$ cat config.mk
export PLATFORM = sky130hd
export DESIGN_NAME = circle_mask_span_generator
export DESIGN_NICKNAME = d
export VERILOG_FILES = /design/src/design/cmsg_pkg.sv /design/src/design/cmsg_job_queue.sv /design/src/design/cmsg_front.sv /design/src/design/cmsg_back.sv /design/src/design/circle_mask_span_generator.sv
export VERILOG_INCLUDE_DIRS = /design/src /design/src/design
export SDC_FILE = /design/constraint.sdc
export NUM_CORES = 1
export LEC_CHECK = 0
export ABC_AREA = 1
export BUFFER_PORTS_ARGS = -buffer_cell sky130_fd_sc_hd__clkbuf_2
export CAP_MARGIN = 20
export CORE_UTILIZATION = 34
export DETAILED_ROUTE_END_ITERATION = 10
export SLEW_MARGIN = 5
export SYNTH_ARGS = -nofsm -noshare
export SYNTH_HDL_FRONTEND = slang
export SYNTH_HIERARCHICAL = 1
export SYNTH_SLANG_ARGS = --single-unit
export TNS_END_PERCENT = 50
$ cat constraint.sdc
create_clock -name clk -period 5 [get_ports clk]
set_input_delay 1.25 -clock clk [delete_from_list [all_inputs] [get_ports clk]]
set_output_delay 1.25 -clock clk [all_outputs]
set_load 0.1 [all_outputs]
$ cat src/design/circle_mask_span_generator_macros.svh
// Assertion macros shared by the circle mask span generator RTL.
// Needs nothing else; files that assert take it by `include.
`ifndef CIRCLE_MASK_SPAN_GENERATOR_MACROS_SVH
`define CIRCLE_MASK_SPAN_GENERATOR_MACROS_SVH

// Same-cycle implication, checked out of reset.
`define CMSG_ASSERT_NOW(label, clk, rst_n, ante, cons, msg) \
    label: assert property (@(posedge clk) disable iff (!rst_n) (ante) |-> (cons)) \
        else $error(msg);

// Next-cycle implication, checked out of reset.
`define CMSG_ASSERT_NEXT(label, clk, rst_n, ante, cons, msg) \
    label: assert property (@(posedge clk) disable iff (!rst_n) (ante) |=> (cons)) \
        else $error(msg);

`endif

$ cat src/design/cmsg_pkg.sv
// Shared types and constants of the circle mask span generator.
// No dependencies; every RTL file refers to it by scoped names.
`timescale 1ns / 1ps
`default_nettype none

package cmsg_pkg;

    localparam int CX_W   = 11;   // centre coordinates and loop coordinates
    localparam int RAD_W  = 9;
    localparam int DEC_W  = 14;   // midpoint decision value
    localparam int CRD_W  = 12;   // result coordinates
    localparam int DIM_W  = 11;   // screen width and height
    localparam int COL_W  = 24;
    localparam int KIND_W = 2;

    localparam logic [RAD_W:0]   MAX_RADIUS = 10'd511;
    localparam logic [DEC_W-1:0] DEC_INIT   = 14'd3;

    localparam int QDEPTH = 4;
    localparam int QPTR_W = $clog2(QDEPTH);

    localparam logic [KIND_W-1:0] SHAPE_BOX  = 2'd0;
    localparam logic [KIND_W-1:0] SHAPE_LINE = 2'd1;
    localparam logic [KIND_W-1:0] SHAPE_IDLE = 2'd2;

    localparam logic REQ_START = 1'b0;

    localparam int PADDR_W = 4;
    localparam int PDATA_W = 32;
    localparam logic [1:0] REG_SCREEN_WIDTH  = 2'd0;
    localparam logic [1:0] REG_SCREEN_HEIGHT = 2'd1;
    localparam logic [1:0] REG_FILL_COLOR    = 2'd2;

    localparam logic [DIM_W-1:0] SCREEN_WIDTH_RST  = 11'd640;
    localparam logic [DIM_W-1:0] SCREEN_HEIGHT_RST = 11'd480;
    localparam logic [COL_W-1:0] FILL_COLOR_RST    = 24'd0;

    typedef enum logic [1:0] {
        MODE_START,
        MODE_STEP,
        MODE_IDLE
    } mode_t;

    // One classified request: centre, pre-update loop coordinates and flags.
    typedef struct packed {
        mode_t            mode;
        logic [CX_W-1:0]  cx;
        logic [CX_W-1:0]  cy;
        logic [CX_W-1:0]  pa;    // span_dx before the update (radius on start)
        logic [CX_W-1:0]  pb;    // span_dy before the update
        logic             adv;   // decision was non-negative: four more lines
        logic             done;  // loop finished after this request
    } job_t;

    typedef struct packed {
        logic [KIND_W-1:0] kind;
        logic [CRD_W-1:0]  xa;
        logic [CRD_W-1:0]  ya;
        logic [CRD_W-1:0]  xb;
        logic [CRD_W-1:0]  yb;
        logic [COL_W-1:0]  color;
        logic              last;
        logic              done;
    } result_t;

endpackage

`default_nettype wire

$ cat src/design/cmsg_job_queue.sv
// Small FIFO of classified requests between the front and back parts.
// Depends on cmsg_pkg for job_t and the depth.
`timescale 1ns / 1ps
`default_nettype none

module cmsg_job_queue (
    input  logic            clk,
    input  logic            rst_n,
    input  logic            wr_en,
    input  cmsg_pkg::job_t  wr_job,
    output logic            full,
    input  logic            rd_en,
    output cmsg_pkg::job_t  rd_job,
    output logic            empty
);

    cmsg_pkg::job_t mem_reg [cmsg_pkg::QDEPTH];

    logic [cmsg_pkg::QPTR_W-1:0] wr_ptr_reg, wr_ptr_next;
    logic [cmsg_pkg::QPTR_W-1:0] rd_ptr_reg, rd_ptr_next;
    logic [cmsg_pkg::QPTR_W:0]   cnt_reg, cnt_next;

    assign full   = (cnt_reg == (cmsg_pkg::QPTR_W + 1)'(cmsg_pkg::QDEPTH));
    assign empty  = (cnt_reg == '0);
    assign rd_job = mem_reg[rd_ptr_reg];

    always_comb
    begin
        wr_ptr_next = wr_ptr_reg;
        rd_ptr_next = rd_ptr_reg;
        cnt_next    = cnt_reg;
        if (wr_en)
        begin
            wr_ptr_next = wr_ptr_reg + 1'b1;
        end
        if (rd_en)
        begin
            rd_ptr_next = rd_ptr_reg + 1'b1;
        end
        if (wr_en && !rd_en)
        begin
            cnt_next = cnt_reg + 1'b1;
        end
        else if (rd_en && !wr_en)
        begin
            cnt_next = cnt_reg - 1'b1;
        end
    end

    always_ff @(posedge clk or negedge rst_n)
    begin
        if (!rst_n)
        begin
            wr_ptr_reg <= '0;
            rd_ptr_reg <= '0;
            cnt_reg    <= '0;
        end
        else
        begin
            wr_ptr_reg <= wr_ptr_next;
            rd_ptr_reg <= rd_ptr_next;
            cnt_reg    <= cnt_next;
        end
    end

    always_ff @(posedge clk)
    begin
        if (wr_en)
        begin
            mem_reg[wr_ptr_reg] <= wr_job;
        end
    end

endmodule

`default_nettype wire

$ cat src/design/cmsg_front.sv
// Front part: accepts requests, runs the midpoint state update, classifies.
// Depends on cmsg_pkg; feeds cmsg_job_queue.
`timescale 1ns / 1ps
`default_nettype none

module cmsg_front (
    input  logic                           clk,
    input  logic                           rst_n,
    input  logic                           accept,
    input  logic                           req_type,
    input  logic [cmsg_pkg::CX_W-1:0]      center_x,
    input  logic [cmsg_pkg::CX_W-1:0]      center_y,
    input  logic [cmsg_pkg::RAD_W-1:0]     radius,
    output cmsg_pkg::job_t                 job
);

    logic [cmsg_pkg::CX_W-1:0]  dx_reg, dx_next;
    logic [cmsg_pkg::CX_W-1:0]  dy_reg, dy_next;
    logic [cmsg_pkg::DEC_W-1:0] dec_reg, dec_next;
    logic [cmsg_pkg::CX_W-1:0]  cx_reg, cx_next;
    logic [cmsg_pkg::CX_W-1:0]  cy_reg, cy_next;
    logic                       run_reg, run_next;

    logic [cmsg_pkg::RAD_W-1:0] r_sat;
    logic                       is_start;
    logic                       active;
    logic [cmsg_pkg::CX_W-1:0]  cx_b, cy_b, dx0, dy0, dx1, dy1;
    logic [cmsg_pkg::DEC_W-1:0] d0, d1, d2;
    logic                       adv;
    logic                       run1;

    always_comb
    begin
        r_sat    = ({1'b0, radius} > cmsg_pkg::MAX_RADIUS)
                   ? cmsg_pkg::MAX_RADIUS[cmsg_pkg::RAD_W-1:0] : radius;
        is_start = (req_type == cmsg_pkg::REQ_START);
        active   = is_start || run_reg;

        if (is_start)
        begin
            cx_b = center_x;
            cy_b = center_y;
            dx0  = {{(cmsg_pkg::CX_W - cmsg_pkg::RAD_W){1'b0}}, r_sat};
            dy0  = '0;
            d0   = cmsg_pkg::DEC_INIT
                   - {{(cmsg_pkg::DEC_W - cmsg_pkg::RAD_W - 1){1'b0}}, r_sat, 1'b0};
        end
        else
        begin
            cx_b = cx_reg;
            cy_b = cy_reg;
            dx0  = dx_reg;
            dy0  = dy_reg;
            d0   = dec_reg;
        end

        // One midpoint update: optional x decrement, then y increment
        adv  = !d0[cmsg_pkg::DEC_W-1];
        dx1  = adv ? (dx0 - 1'b1) : dx0;
        d1   = adv ? (d0 - {dx1[cmsg_pkg::CX_W-1], dx1, 2'b00}) : d0;
        dy1  = dy0 + 1'b1;
        d2   = d1 + {dy1[cmsg_pkg::CX_W-1], dy1, 2'b10};
        run1 = ($signed(dx1) >= $signed(dy1));

        job.mode = is_start ? cmsg_pkg::MODE_START
                 : (run_reg ? cmsg_pkg::MODE_STEP : cmsg_pkg::MODE_IDLE);
        job.cx   = cx_b;
        job.cy   = cy_b;
        job.pa   = dx0;
        job.pb   = dy0;
        job.adv  = adv;
        job.done = active ? !run1 : 1'b1;

        dx_next  = dx_reg;
        dy_next  = dy_reg;
        dec_next = dec_reg;
        cx_next  = cx_reg;
        cy_next  = cy_reg;
        run_next = run_reg;
        if (accept && active)
        begin
            dx_next  = dx1;
            dy_next  = dy1;
            dec_next = d2;
            cx_next  = cx_b;
            cy_next  = cy_b;
            run_next = run1;
        end
    end

    always_ff @(posedge clk or negedge rst_n)
    begin
        if (!rst_n)
        begin
            dx_reg  <= '0;
            dy_reg  <= '0;
            dec_reg <= '0;
            cx_reg  <= '0;
            cy_reg  <= '0;
            run_reg <= 1'b0;
        end
        else
        begin
            dx_reg  <= dx_next;
            dy_reg  <= dy_next;
            dec_reg <= dec_next;
            cx_reg  <= cx_next;
            cy_reg  <= cy_next;
            run_reg <= run_next;
        end
    end

endmodule

`default_nettype wire

$ cat src/design/cmsg_back.sv
// Back part: expands queued requests into boxes, lines and idle results, one per cycle
// while the output register is free or popped, into that register. Depends on cmsg_pkg and the assertion macros.
`timescale 1ns / 1ps
`default_nettype none
`include "circle_mask_span_generator_macros.svh"

module cmsg_back (
    input  logic                           clk,
    input  logic                           rst_n,
    input  logic                           q_empty,
    input  cmsg_pkg::job_t                 q_job,
    output logic                           q_pop,
    input  logic [cmsg_pkg::DIM_W-1:0]     screen_width,
    input  logic [cmsg_pkg::DIM_W-1:0]     screen_height,
    input  logic [cmsg_pkg::COL_W-1:0]     fill_color,
    input  logic                           pop,
    output cmsg_pkg::result_t              res,
    output logic                           res_valid
);

    cmsg_pkg::job_t    job_reg, job_next;
    logic              busy_reg, busy_next;
    logic [2:0]        cnt_reg, cnt_next;
    cmsg_pkg::result_t res_reg, res_next;
    logic              ovalid_reg, ovalid_next;

    logic                      ld;
    logic                      emit;
    logic                      is_last;
    logic                      load;
    logic [cmsg_pkg::CRD_W-1:0] cx, cy, pa, pb, w, h;
    logic [cmsg_pkg::CRD_W-1:0] row_off, span_off, row, xl, xr;
    logic [cmsg_pkg::CRD_W-1:0] x_m_r, x_p_r, y_m_r, y_p_r1;

    assign res       = res_reg;
    assign res_valid = ovalid_reg;

    always_comb
    begin
        cx = {job_reg.cx[cmsg_pkg::CX_W-1], job_reg.cx};
        cy = {job_reg.cy[cmsg_pkg::CX_W-1], job_reg.cy};
        pa = {job_reg.pa[cmsg_pkg::CX_W-1], job_reg.pa};
        pb = {job_reg.pb[cmsg_pkg::CX_W-1], job_reg.pb};
        w  = {1'b0, screen_width};
        h  = {1'b0, screen_height};

        // Bounding boxes of a new circle
        x_m_r  = cx - pa;
        x_p_r  = cx + pa;
        y_m_r  = cy - pa;
        y_p_r1 = cy + pa + 1'b1;

        // First group: rows at span_dy, second group: rows at span_dx
        row_off  = cnt_reg[2] ? pa : pb;
        span_off = cnt_reg[2] ? pb : pa;
        row      = cnt_reg[1] ? (cy - row_off) : (cy + row_off);
        xl       = cx - span_off;
        xr       = cx + span_off;

        ld      = !ovalid_reg || pop;
        emit    = busy_reg && ld;
        is_last = (job_reg.mode == cmsg_pkg::MODE_IDLE) || (cnt_reg == 3'd7)
                  || ((cnt_reg == 3'd3) && !job_reg.adv);
        load    = (!busy_reg || (emit && is_last)) && !q_empty;
        q_pop   = load;

        res_next       = res_reg;
        res_next.color = fill_color;
        res_next.last  = is_last;
        res_next.done  = job_reg.done;
        if (job_reg.mode == cmsg_pkg::MODE_IDLE)
        begin
            res_next.kind = cmsg_pkg::SHAPE_IDLE;
            res_next.xa   = '0;
            res_next.ya   = '0;
            res_next.xb   = '0;
            res_next.yb   = '0;
        end
        else if ((job_reg.mode == cmsg_pkg::MODE_START) && !cnt_reg[2])
        begin
            res_next.kind = cmsg_pkg::SHAPE_BOX;
            unique case (cnt_reg[1:0])
                2'd0:
                begin
                    res_next.xa = '0;
                    res_next.ya = '0;
                    res_next.xb = w;
                    res_next.yb = y_m_r;
                end
                2'd1:
                begin
                    res_next.xa = '0;
                    res_next.ya = y_m_r;
                    res_next.xb = x_m_r;
                    res_next.yb = h;
                end
                2'd2:
                begin
                    res_next.xa = x_m_r;
                    res_next.ya = y_p_r1;
                    res_next.xb = w;
                    res_next.yb = h;
                end
                default:
                begin
                    res_next.xa = x_p_r;
                    res_next.ya = y_m_r;
                    res_next.xb = w;
                    res_next.yb = y_p_r1;
                end
            endcase
        end
        else
        begin
            res_next.kind = cmsg_pkg::SHAPE_LINE;
            res_next.ya   = row;
            res_next.yb   = row;
            if (cnt_reg[0])
            begin
                res_next.xa = xr;
                res_next.xb = w;
            end
            else
            begin
                res_next.xa = '0;
                res_next.xb = xl;
            end
        end

        ovalid_next = ld ? emit : ovalid_reg;

        job_next  = load ? q_job : job_reg;
        cnt_next  = cnt_reg;
        busy_next = busy_reg;
        if (emit)
        begin
            cnt_next = is_last ? 3'd0 : (cnt_reg + 1'b1);
            if (is_last)
            begin
                busy_next = 1'b0;
            end
        end
        if (load)
        begin
            busy_next = 1'b1;
            cnt_next  = 3'd0;
        end
    end

    always_ff @(posedge clk or negedge rst_n)
    begin
        if (!rst_n)
        begin
            busy_reg   <= 1'b0;
            cnt_reg    <= 3'd0;
            ovalid_reg <= 1'b0;
        end
        else
        begin
            busy_reg   <= busy_next;
            cnt_reg    <= cnt_next;
            ovalid_reg <= ovalid_next;
        end
    end

    always_ff @(posedge clk)
    begin
        job_reg <= job_next;
        if (emit)
        begin
            res_reg <= res_next;
        end
    end

    `CMSG_ASSERT_NOW(a_second_group_needs_adv, clk, rst_n,
        busy_reg && cnt_reg[2], job_reg.adv, "second line group without decision step")
    `CMSG_ASSERT_NOW(a_idle_single, clk, rst_n,
        busy_reg && (job_reg.mode == cmsg_pkg::MODE_IDLE), cnt_reg == 3'd0,
        "idle request past its only result")
    `CMSG_ASSERT_NEXT(a_drain_to_idle, clk, rst_n,
        emit && is_last && q_empty, !busy_reg, "back part busy with no request")

endmodule

`default_nettype wire

$ cat src/design/circle_mask_span_generator.sv
// Top level of the circle mask span generator: APB registers, front, queue, back.
// Depends on cmsg_pkg, cmsg_front, cmsg_job_queue and cmsg_back.
//
//  Channel    Handshake             Payload
//  request    push / full           req_type, center_x, center_y, radius
//  result     empty / pop           shape_kind, x_a, y_a, x_b, y_b, color, last, done_res
//  config     APB psel / penable    paddr, pwdata, prdata (screen_width, screen_height,
//                                   fill_color at 0x0, 0x4, 0x8)
//
//  A start request gives 4 boxes plus 4 lines when the decision is non-negative; a step
//  gives 4 or 8 lines; an idle step gives one result. Results leave at one per cycle,
//  set by the single output register, while the output is popped.
//  The front updates the loop state in the cycle of acceptance and queues up to 4
//  classified requests, so requests keep being taken while results stall until the
//  queue is full. A request passes through the queue and the back job register into
//  the output register. rst_n clears all control state and the registers to 640, 480 and 0.
`timescale 1ns / 1ps
`default_nettype none

module circle_mask_span_generator (
    input  logic                            clk,
    input  logic                            rst_n,
    input  logic                            push,
    output logic                            full,
    input  logic                            req_type,
    input  logic [cmsg_pkg::CX_W-1:0]       center_x,
    input  logic [cmsg_pkg::CX_W-1:0]       center_y,
    input  logic [cmsg_pkg::RAD_W-1:0]      radius,
    output logic                            empty,
    input  logic                            pop,
    output logic [cmsg_pkg::KIND_W-1:0]     shape_kind,
    output logic [cmsg_pkg::CRD_W-1:0]      x_a,
    output logic [cmsg_pkg::CRD_W-1:0]      y_a,
    output logic [cmsg_pkg::CRD_W-1:0]      x_b,
    output logic [cmsg_pkg::CRD_W-1:0]      y_b,
    output logic [cmsg_pkg::COL_W-1:0]      color,
    output logic                            last,
    output logic                            done_res,
    input  logic                            psel,
    input  logic                            penable,
    input  logic                            pwrite,
    input  logic [cmsg_pkg::PADDR_W-1:0]    paddr,
    input  logic [cmsg_pkg::PDATA_W-1:0]    pwdata,
    output logic [cmsg_pkg::PDATA_W-1:0]    prdata,
    output logic                            pready
);

    logic [cmsg_pkg::DIM_W-1:0] width_reg, width_next;
    logic [cmsg_pkg::DIM_W-1:0] height_reg, height_next;
    logic [cmsg_pkg::COL_W-1:0] color_reg, color_next;

    logic              cfg_wr;
    logic              accept;
    cmsg_pkg::job_t    front_job;
    cmsg_pkg::job_t    q_job;
    logic              q_empty;
    logic              q_pop;
    cmsg_pkg::result_t res;
    logic              res_valid;

    assign pready = 1'b1;
    assign cfg_wr = psel && penable && pwrite && pready;
    assign accept = push && !full;

    always_comb
    begin
        width_next  = width_reg;
        height_next = height_reg;
        color_next  = color_reg;
        if (cfg_wr)
        begin
            unique case (paddr[3:2])
                cmsg_pkg::REG_SCREEN_WIDTH:  width_next  = pwdata[cmsg_pkg::DIM_W-1:0];
                cmsg_pkg::REG_SCREEN_HEIGHT: height_next = pwdata[cmsg_pkg::DIM_W-1:0];
                cmsg_pkg::REG_FILL_COLOR:    color_next  = pwdata[cmsg_pkg::COL_W-1:0];
                default: ;
            endcase
        end

        unique case (paddr[3:2])
            cmsg_pkg::REG_SCREEN_WIDTH:
                prdata = {{(cmsg_pkg::PDATA_W - cmsg_pkg::DIM_W){1'b0}}, width_reg};
            cmsg_pkg::REG_SCREEN_HEIGHT:
                prdata = {{(cmsg_pkg::PDATA_W - cmsg_pkg::DIM_W){1'b0}}, height_reg};
            cmsg_pkg::REG_FILL_COLOR:
                prdata = {{(cmsg_pkg::PDATA_W - cmsg_pkg::COL_W){1'b0}}, color_reg};
            default:
                prdata = '0;
        endcase
    end

    always_ff @(posedge clk or negedge rst_n)
    begin
        if (!rst_n)
        begin
            width_reg  <= cmsg_pkg::SCREEN_WIDTH_RST;
            height_reg <= cmsg_pkg::SCREEN_HEIGHT_RST;
            color_reg  <= cmsg_pkg::FILL_COLOR_RST;
        end
        else
        begin
            width_reg  <= width_next;
            height_reg <= height_next;
            color_reg  <= color_next;
        end
    end

    cmsg_front u_front (
        .clk      (clk),
        .rst_n    (rst_n),
        .accept   (accept),
        .req_type (req_type),
        .center_x (center_x),
        .center_y (center_y),
        .radius   (radius),
        .job      (front_job)
    );

    cmsg_job_queue u_queue (
        .clk    (clk),
        .rst_n  (rst_n),
        .wr_en  (accept),
        .wr_job (front_job),
        .full   (full),
        .rd_en  (q_pop),
        .rd_job (q_job),
        .empty  (q_empty)
    );

    cmsg_back u_back (
        .clk           (clk),
        .rst_n         (rst_n),
        .q_empty       (q_empty),
        .q_job         (q_job),
        .q_pop         (q_pop),
        .screen_width  (width_reg),
        .screen_height (height_reg),
        .fill_color    (color_reg),
        .pop           (pop),
        .res           (res),
        .res_valid     (res_valid)
    );

    assign empty      = !res_valid;
    assign shape_kind = res.kind;
    assign x_a        = res.xa;
    assign y_a        = res.ya;
    assign x_b        = res.xb;
    assign y_b        = res.yb;
    assign color      = res.color;
    assign last       = res.last;
    assign done_res   = res.done;

endmodule

`default_nettype wire
# After elaboration in Yosys (flattened, before gate mapping)
# Memories as Yosys holds them, arrays and structs flattened. A register that Yosys moved wholly into a read port is not among the register bits.
# Cells that the tools add are included.
# op_classes
n_addsub	19
mul	0
div_mod_pow	0
n_lt_le_gt_ge	1
n_eq_ne	8
shifts	0
muxes	28
bitwise_logic	1
reduce_logical	37
# ops
operator	count
48-bit case mux with 3 select lines	1
24-bit case mux with 3 select lines	1
12-bit 2-to-1 mux	5
11-bit 2-to-1 mux	5
49-bit 2-to-1 mux	1
14-bit 2-to-1 mux	2
11-bit by 11-bit adder with 12-bit output	2
12-bit adder	2
11-bit by 11-bit subtractor with 12-bit output	2
12-bit subtractor	2
3-bit 2-to-1 mux	5
14-bit adder	1
14-bit subtractor	1
12-bit by 1-bit adder with 12-bit output (second input constant)	1
11-bit by 1-bit adder with 11-bit output (second input constant)	1
11-bit greater-or-equal comparator	1
1-bit logical AND	11
11-bit by 1-bit subtractor with 11-bit output (second input constant)	1
2-bit by 10-bit subtractor with 11-bit output (first input constant)	1
1-bit zero test	10
2-bit AND reduction	4
3-bit by 1-bit adder with 3-bit output (second input constant)	2
2-bit == test (second input constant)	3
3-bit == test (second input constant)	2
other kinds (11)	27
# word_totals
regBits	193
latch_bits	0
ramBits	192
rom_bits	0
n_memories	1
# mem_list
memory	depth	width	read_ports	rd_clocked_by_memory_dff	write_ports	line	rtl
u_queue.mem_reg	4	48	1	1	1	cmsg_job_queue.sv:17	cmsg_pkg::job_t mem_reg [cmsg_pkg::QDEPTH];

# Logic depth before layout (Yosys ltp)
# depth
ltp_word	9
mapped_depth	33
ltp_nobuf	32

# By module
# Netlist, hierarchy kept.
# modules_own_cells
mod	instances	cells_per_inst	area_per_inst_um2	seq_area_each_um2
cmsg_back	1	1212	9630.5	3848.7
cmsg_job_queue	1	608	8170.3	5940.7
cmsg_front	1	704	4865.9	1451.4
circle_mask_span_generator	1	298	2237.1	1158.6

# Worst setup path after synthesis
# Ideal clock, no wire load.
# synth_path
path_type	input port to flip-flop
from	in radius[1] in the netlist's numbering
to	reg u_front/dec_reg[13] in the netlist's numbering
t_arrival_ps	5169
required_ps	4883
setup_slack_ps	-287
stages	29
path_buffers	1
cell_sequence	inv_1 -> ha_1 -> nand2_1 -> nor2_1 -> nand4_1 -> nand2_1 -> inv_1 -> clkbuf_1 -> o21ai_0 -> ha_1 -> nand3_1 -> nand2_1 -> a21o_1 -> a21oi_1 -> nor2_1 -> nand3_2 -> nand2_2 -> nand3_1 -> nand2_1 -> xnor2_1 -> o21ai_1 -> ha_1 -> nand3_1 -> o311a_2 -> or2_0 -> nand2_1 -> nand4_1 -> nand3_1 -> nand2_1
# synth_via
elab_chain_cells	6
word_cells_on_any_way	8
classes_between	add/sub (4); mux (4)
# synth_lines
item	line	rtl
start: declaration	circle_mask_span_generator.sv:28	input logic [cmsg_pkg::RAD_W-1:0] radius,
11-bit 2-to-1 mux / 2-bit by 10-bit subtractor with 11-bit output (equally long branches)	cmsg_front.sv:39, cmsg_front.sv:46	
11-bit by 1-bit subtractor with 11-bit output / 14-bit 2-to-1 mux (equally long branches)	cmsg_front.sv:59, cmsg_front.sv:39	
11-bit 2-to-1 mux	cmsg_front.sv:59	dx1 = adv ? (dx0 - 1'b1) : dx0;
14-bit subtractor	cmsg_front.sv:60	d1 = adv ? (d0 - {dx1[cmsg_pkg::CX_W-1], dx1, 2'b00}) : d0;
14-bit 2-to-1 mux (*)	cmsg_front.sv:60	
14-bit adder (*)	cmsg_front.sv:62	d2 = d1 + {dy1[cmsg_pkg::CX_W-1], dy1, 2'b10};
end signal: assignment	cmsg_front.sv:106	dec_reg <= dec_next;
end: declaration	cmsg_front.sv:19	logic [cmsg_pkg::DEC_W-1:0] dec_reg, dec_next;
# Mark *: on every way between the ends. The rest lies on a longest branch, timed or not.
# A chain may end at the register's enable or synchronous reset.

# Worst setup path in the final report
# layout_path
from	in radius[2] in the netlist's numbering
to	reg u_front/dec_reg[13] in the netlist's numbering
# layout_via
elab_chain_cells	6
word_cells_on_any_way	8
classes_between	add/sub (4); mux (4)
# layout_lines
item	line	rtl
11-bit 2-to-1 mux / 2-bit by 10-bit subtractor with 11-bit output (equally long branches)	cmsg_front.sv:39, cmsg_front.sv:46	
11-bit by 1-bit subtractor with 11-bit output / 14-bit 2-to-1 mux (equally long branches)	cmsg_front.sv:59, cmsg_front.sv:39	
11-bit 2-to-1 mux (*)	cmsg_front.sv:59	
net u_front.dx1 (one bit)	cmsg_front.sv:27	logic [cmsg_pkg::CX_W-1:0] cx_b, cy_b, dx0, dy0, dx1, dy1;
14-bit subtractor (*)	cmsg_front.sv:60	
14-bit 2-to-1 mux (*)	cmsg_front.sv:60	
14-bit adder (*)	cmsg_front.sv:62	
# The timed path passes the listed nets; every way through them passes the cells marked *.

==> metrics.txt <==
# TYPE chip_impl_metric gauge
chip_impl_metric{name="fin_crit",unit="ps"} 4710
chip_impl_metric{name="numCtsBuffers",unit=""} 48
chip_impl_metric{name="fp-row-count",unit=""} 98
chip_impl_metric{name="relSlewSlack",unit="%"} 27.2
chip_impl_info{name="rsz0062_at_grt",value="no"} 1
chip_impl_info{name="hp-class",value="register to register"} 1
chip_impl_metric{name="antenna-diode-count",unit=""} 0
chip_impl_metric{name="floorplan.die_area",unit="mm2"} 0.0743
chip_impl_metric{name="ys_async_sr_fraction",unit="%"} 26.9
chip_impl_metric{name="multi_input_comb_area",unit="mm2"} 0.0104
chip_impl_metric{name="synthesis.area",unit="mm2"} 0.0249
chip_impl_metric{name="syn_inst_count",unit=""} 2822
chip_impl_info{name="timing.setup.critical_path_class",value="input port to register"} 1
chip_impl_info{name="synthFlopType",value="sky130_fd_sc_hd__edfxtp_1"} 1
chip_impl_metric{name="synth_edf_count",unit=""} 316
chip_impl_metric{name="timing.reg2reg.setup_slack",unit="ps"} 960
chip_impl_metric{name="synth-seq-cells",unit=""} 432
chip_impl_metric{name="nNetsFinal",unit=""} 3270
chip_impl_metric{name="slew_viol_final",unit=""} 0
chip_impl_metric{name="dieHeight",unit="um"} 273
chip_impl_metric{name="global_route_wire_length_before_repair",unit="um"} 101000
chip_impl_metric{name="flow.area_growth_from_synthesis",unit="%"} 16.0
chip_impl_metric{name="grt_max_degree",unit=""} 195
chip_impl_metric{name="avgRoutedWirePerCell",unit="um"} 16.0
chip_impl_info{name="synth_commonest_cells",value="sky130_fd_sc_hd__nand2_1 (847), sky130_fd_sc_hd__inv_1 (363), sky130_fd_sc_hd__edfxtp_1 (316), sky130_fd_sc_hd__nand3_1 (157), sky130_fd_sc_hd__o21ai_0 (156)"} 1
chip_impl_metric{name="synth_cell_types",unit=""} 60
chip_impl_metric{name="clock_tree.htree_level_count",unit=""} 2
chip_impl_metric{name="vias",unit=""} 19300
chip_impl_info{name="status",value="complete, no violations"} 1
chip_impl_metric{name="place.gp.congestion",unit=""} 0.942
chip_impl_metric{name="final.setup_skew",unit="ps"} 28.7
chip_impl_metric{name="largest_register_ffs",unit=""} 192
chip_impl_metric{name="required_time_at_the_endpoint_of_the_critical_path",unit="ps"} 5490
chip_impl_metric{name="fp.dieW",unit="um"} 273
chip_impl_info{name="synth_area_leader_cell",value="sky130_fd_sc_hd__edfxtp_1"} 1
chip_impl_info{name="worstSetupStartpointType",value="input port"} 1
chip_impl_metric{name="ys_seq_area_share",unit="%"} 49.8
chip_impl_metric{name="core",unit="mm2"} 0.0720
chip_impl_metric{name="drt-pass1-iter-count",unit=""} 5
chip_impl_metric{name="max_freq",unit="GHz"} 0.212
chip_impl_metric{name="max_slew.worst_pin.slew",unit="ps"} 1090
chip_impl_metric{name="clk_pin_slew_worst_paths",unit="ps"} 60
chip_impl_metric{name="leftover_overflow_at_the_end_of_global_routing",unit=""} 0
chip_impl_metric{name="place.port_buffers",unit=""} 166
chip_impl_metric{name="n_fill_cell",unit=""} 7176
chip_impl_metric{name="post_synth.cell_area_avg",unit="um2"} 8.82
chip_impl_metric{name="total_detailed_routing_wirelength",unit="um"} 64600
chip_impl_metric{name="grt_antenna_before_repair",unit=""} 0
chip_impl_metric{name="max_cap_viol_count",unit=""} 0
chip_impl_metric{name="post_cts_hold_buffer_count",unit=""} 0
chip_impl_metric{name="area.sequential",unit="mm2"} 0.0124
chip_impl_metric{name="remaining_drc_errors",unit=""} 0
chip_impl_metric{name="viasPerCell",unit=""} 4.77
chip_impl_metric{name="clock-sinks",unit=""} 432
chip_impl_metric{name="worstSkewPairLatency",unit="ps"} 600
chip_impl_metric{name="post-route-period-util",unit="%"} 94.1
chip_impl_info{name="cts_tree",value="done"} 1
chip_impl_metric{name="number_of_buffers_on_the_longest_clock_path",unit=""} 3
chip_impl_metric{name="dp_hpwl",unit="um"} 47700
chip_impl_info{name="yosys.cell_count.top_type",value="sky130_fd_sc_hd__nand2_1"} 1
chip_impl_info{name="critical_path_end_type",value="register"} 1
chip_impl_metric{name="timing.final.hold_violations",unit=""} 0
chip_impl_info{name="synth.area.top_cells",value="sky130_fd_sc_hd__edfxtp_1 (38%), sky130_fd_sc_hd__nand2_1 (13%), sky130_fd_sc_hd__dfrtp_1 (11%)"} 1
chip_impl_metric{name="setup_viol",unit=""} 0
chip_impl_metric{name="worst_slack_on_hold_paths",unit="ps"} 443
chip_impl_metric{name="detailedRoute.firstIterationViolations",unit=""} 1259
chip_impl_metric{name="initial_utilization",unit="%"} 34.6
chip_impl_metric{name="timing.critical_path.arrival",unit="ps"} 5190
chip_impl_metric{name="drive_gt1_share",unit="%"} 15.9
chip_impl_metric{name="boundaryPins",unit=""} 186
chip_impl_metric{name="yosys_warnings",unit=""} 6
chip_impl_info{name="cts.root.buffer_cell",value="sky130_fd_sc_hd__clkbuf_16"} 1
chip_impl_metric{name="global_route.usage.total",unit="%"} 17.2
chip_impl_metric{name="synth_largest_type_area_fraction",unit="%"} 38.1
chip_impl_metric{name="first_global_vias",unit=""} 18400
chip_impl_metric{name="final_antenna_net_count",unit=""} 0
chip_impl_metric{name="crit_path_max_fanout",unit=""} 14
worst max-delay path: stages:
cell and delay [ps]:
sky130_fd_sc_hd__clkbuf_2 110, sky130_fd_sc_hd__inv_4 70, sky130_fd_sc_hd__ha_4 130, sky130_fd_sc_hd__nand2_2 50, sky130_fd_sc_hd__nor2_2 120, sky130_fd_sc_hd__nand4_1 210, sky130_fd_sc_hd__nand2_4 190, sky130_fd_sc_hd__buf_4 230
sky130_fd_sc_hd__nand2_1 130, sky130_fd_sc_hd__o31ai_1 220, sky130_fd_sc_hd__o21ai_1 120, sky130_fd_sc_hd__inv_1 90, sky130_fd_sc_hd__ha_1 250, sky130_fd_sc_hd__nand2_1 90, sky130_fd_sc_hd__nor2_1 50, sky130_fd_sc_hd__a211oi_1 280
sky130_fd_sc_hd__nand3_1 120, sky130_fd_sc_hd__nand2_1 80, sky130_fd_sc_hd__o22ai_1 70, sky130_fd_sc_hd__ha_1 330, sky130_fd_sc_hd__nand3_1 110, sky130_fd_sc_hd__o311a_4 390, sky130_fd_sc_hd__or2_0 220, sky130_fd_sc_hd__nand2_1 80
sky130_fd_sc_hd__nand4_1 70, sky130_fd_sc_hd__nand3_1 70, sky130_fd_sc_hd__nand2_1 60
metal layers:
| metal | routed length, um | GRT usage (%) |
|---|---|---|
| met5 | 0 | 0 |
| met4 | 2240 | 6.11 |
| met3 | 2680 | 2.43 |
| met2 | 29300 | 27.8 |
| met1 | 30400 | 23.5 |
cells by family (layout without fill, tap and decap cells):
| family | after synthesis | in the layout | synth area share [%] |
|---|---|---|---|
| compound gates | 452 | 452 | 11.1 |
| flops | 432 | 432 | 49.8 |
| simple gates | 1248 | 1248 | 21.0 |
| other cells | 2 | 9 | 0.0302 |
| xor+xnor | 58 | 58 | 2.07 |
| fa+ha+maj | 136 | 136 | 7.13 |
| buf+inv | 494 | 764 | 8.84 |
final cells by class:
cell class / instances / area share (%)
Multi-Input combinational cell: 1903 / 36.1
Timing Repair Buffer: 299 / 6.51
Clock inverter: 20 / 0.789
Sequential cell: 432 / 43.0
Clock buffer: 70 / 4.62
Inverter: 375 / 4.90
Tap cell: 950 / 4.12
cells in the final DEF, fill, tap and decap left out, types with 4 or more instances in the layout:
master,synthesis,routed
sky130_fd_sc_hd__o21ai_1,16,16
sky130_fd_sc_hd__o22ai_1,6,6
sky130_fd_sc_hd__dfrtp_1,110,108
sky130_fd_sc_hd__a31oi_1,14,13
sky130_fd_sc_hd__o21ai_2,8,9
sky130_fd_sc_hd__dfstp_2,6,6
sky130_fd_sc_hd__clkbuf_1,41,18
sky130_fd_sc_hd__nand2_1,847,844
sky130_fd_sc_hd__nand4_1,30,30
sky130_fd_sc_hd__or2_2,12,12
sky130_fd_sc_hd__o21bai_1,8,8
sky130_fd_sc_hd__inv_2,10,16
sky130_fd_sc_hd__nand3b_1,6,6
sky130_fd_sc_hd__nand2_2,13,15
sky130_fd_sc_hd__inv_1,363,354
sky130_fd_sc_hd__o211ai_2,18,18
sky130_fd_sc_hd__edfxtp_1,316,316
sky130_fd_sc_hd__nand3_2,6,7
sky130_fd_sc_hd__buf_4,23,130
sky130_fd_sc_hd__fa_1,10,10
sky130_fd_sc_hd__xor2_1,40,39
sky130_fd_sc_hd__ha_1,126,124
sky130_fd_sc_hd__xnor2_1,17,17
sky130_fd_sc_hd__clkbuf_16,0,49
sky130_fd_sc_hd__a211oi_1,5,5
sky130_fd_sc_hd__nand3_1,157,156
sky130_fd_sc_hd__nand2_4,3,4
sky130_fd_sc_hd__conb_1,2,9
sky130_fd_sc_hd__a21oi_1,113,111
sky130_fd_sc_hd__nor2_2,11,11
sky130_fd_sc_hd__clkbuf_2,1,165
sky130_fd_sc_hd__nor2_1,129,128
sky130_fd_sc_hd__a21o_1,5,5
sky130_fd_sc_hd__a21oi_2,3,5
sky130_fd_sc_hd__nor3_1,19,19
sky130_fd_sc_hd__o211ai_1,85,85
sky130_fd_sc_hd__clkinv_1,2,4
sky130_fd_sc_hd__clkinv_2,0,8
sky130_fd_sc_hd__o21ai_0,156,154
metrics by stage:
stage	std cells	utilization (%)	instance area, um2	setup TNS [ps]	setup slack [ps]
after floorplan	2829	-	25000	0	3.52
after global placement	3957	37.9	27300	-625	-334
after detailed placement	3957	37.9	27300	-750	-350
after CTS	4047	40.0	28800	0	265
after global routing	4049	40.1	28900	0	12.2
final	4049	40.1	28900	0	294
path summary, 6_finish.rpt:
path | start | endpoint | cells past startpoint
worst max-delay path | radius[2] | u_front/dec_reg[13]$_DFFE_PN0P_ | 27
worst min-delay path | u_back/job_reg[0]$_DFFE_PP_ | u_back/res[0]$_DFFE_PP_ | 0
worst max register to register | u_front/dx_reg[1]$_DFFE_PN0P_ | u_front/dec_reg[13]$_DFFE_PN0P_ | 25
worst min register to register | u_back/job_reg[0]$_DFFE_PP_ | u_back/res[0]$_DFFE_PP_ | 0
max in group asynchronous | rst_n | height_reg[8]$_DFFE_PN1P_ | 2
min in group asynchronous | rst_n | u_front/cx_reg[3]$_DFFE_PN0P_ | 1
repair_timing:
action                                 CTS  global route
setup buffers                            0             1
setup endpoints to repair                0             2
resized for setup                        0             4
endpoints found under the hold margin    0             0
Power is left out: the tool's default activity adds up to more than one toggle a clock period on the data nets, which glitch-free logic cannot reach.
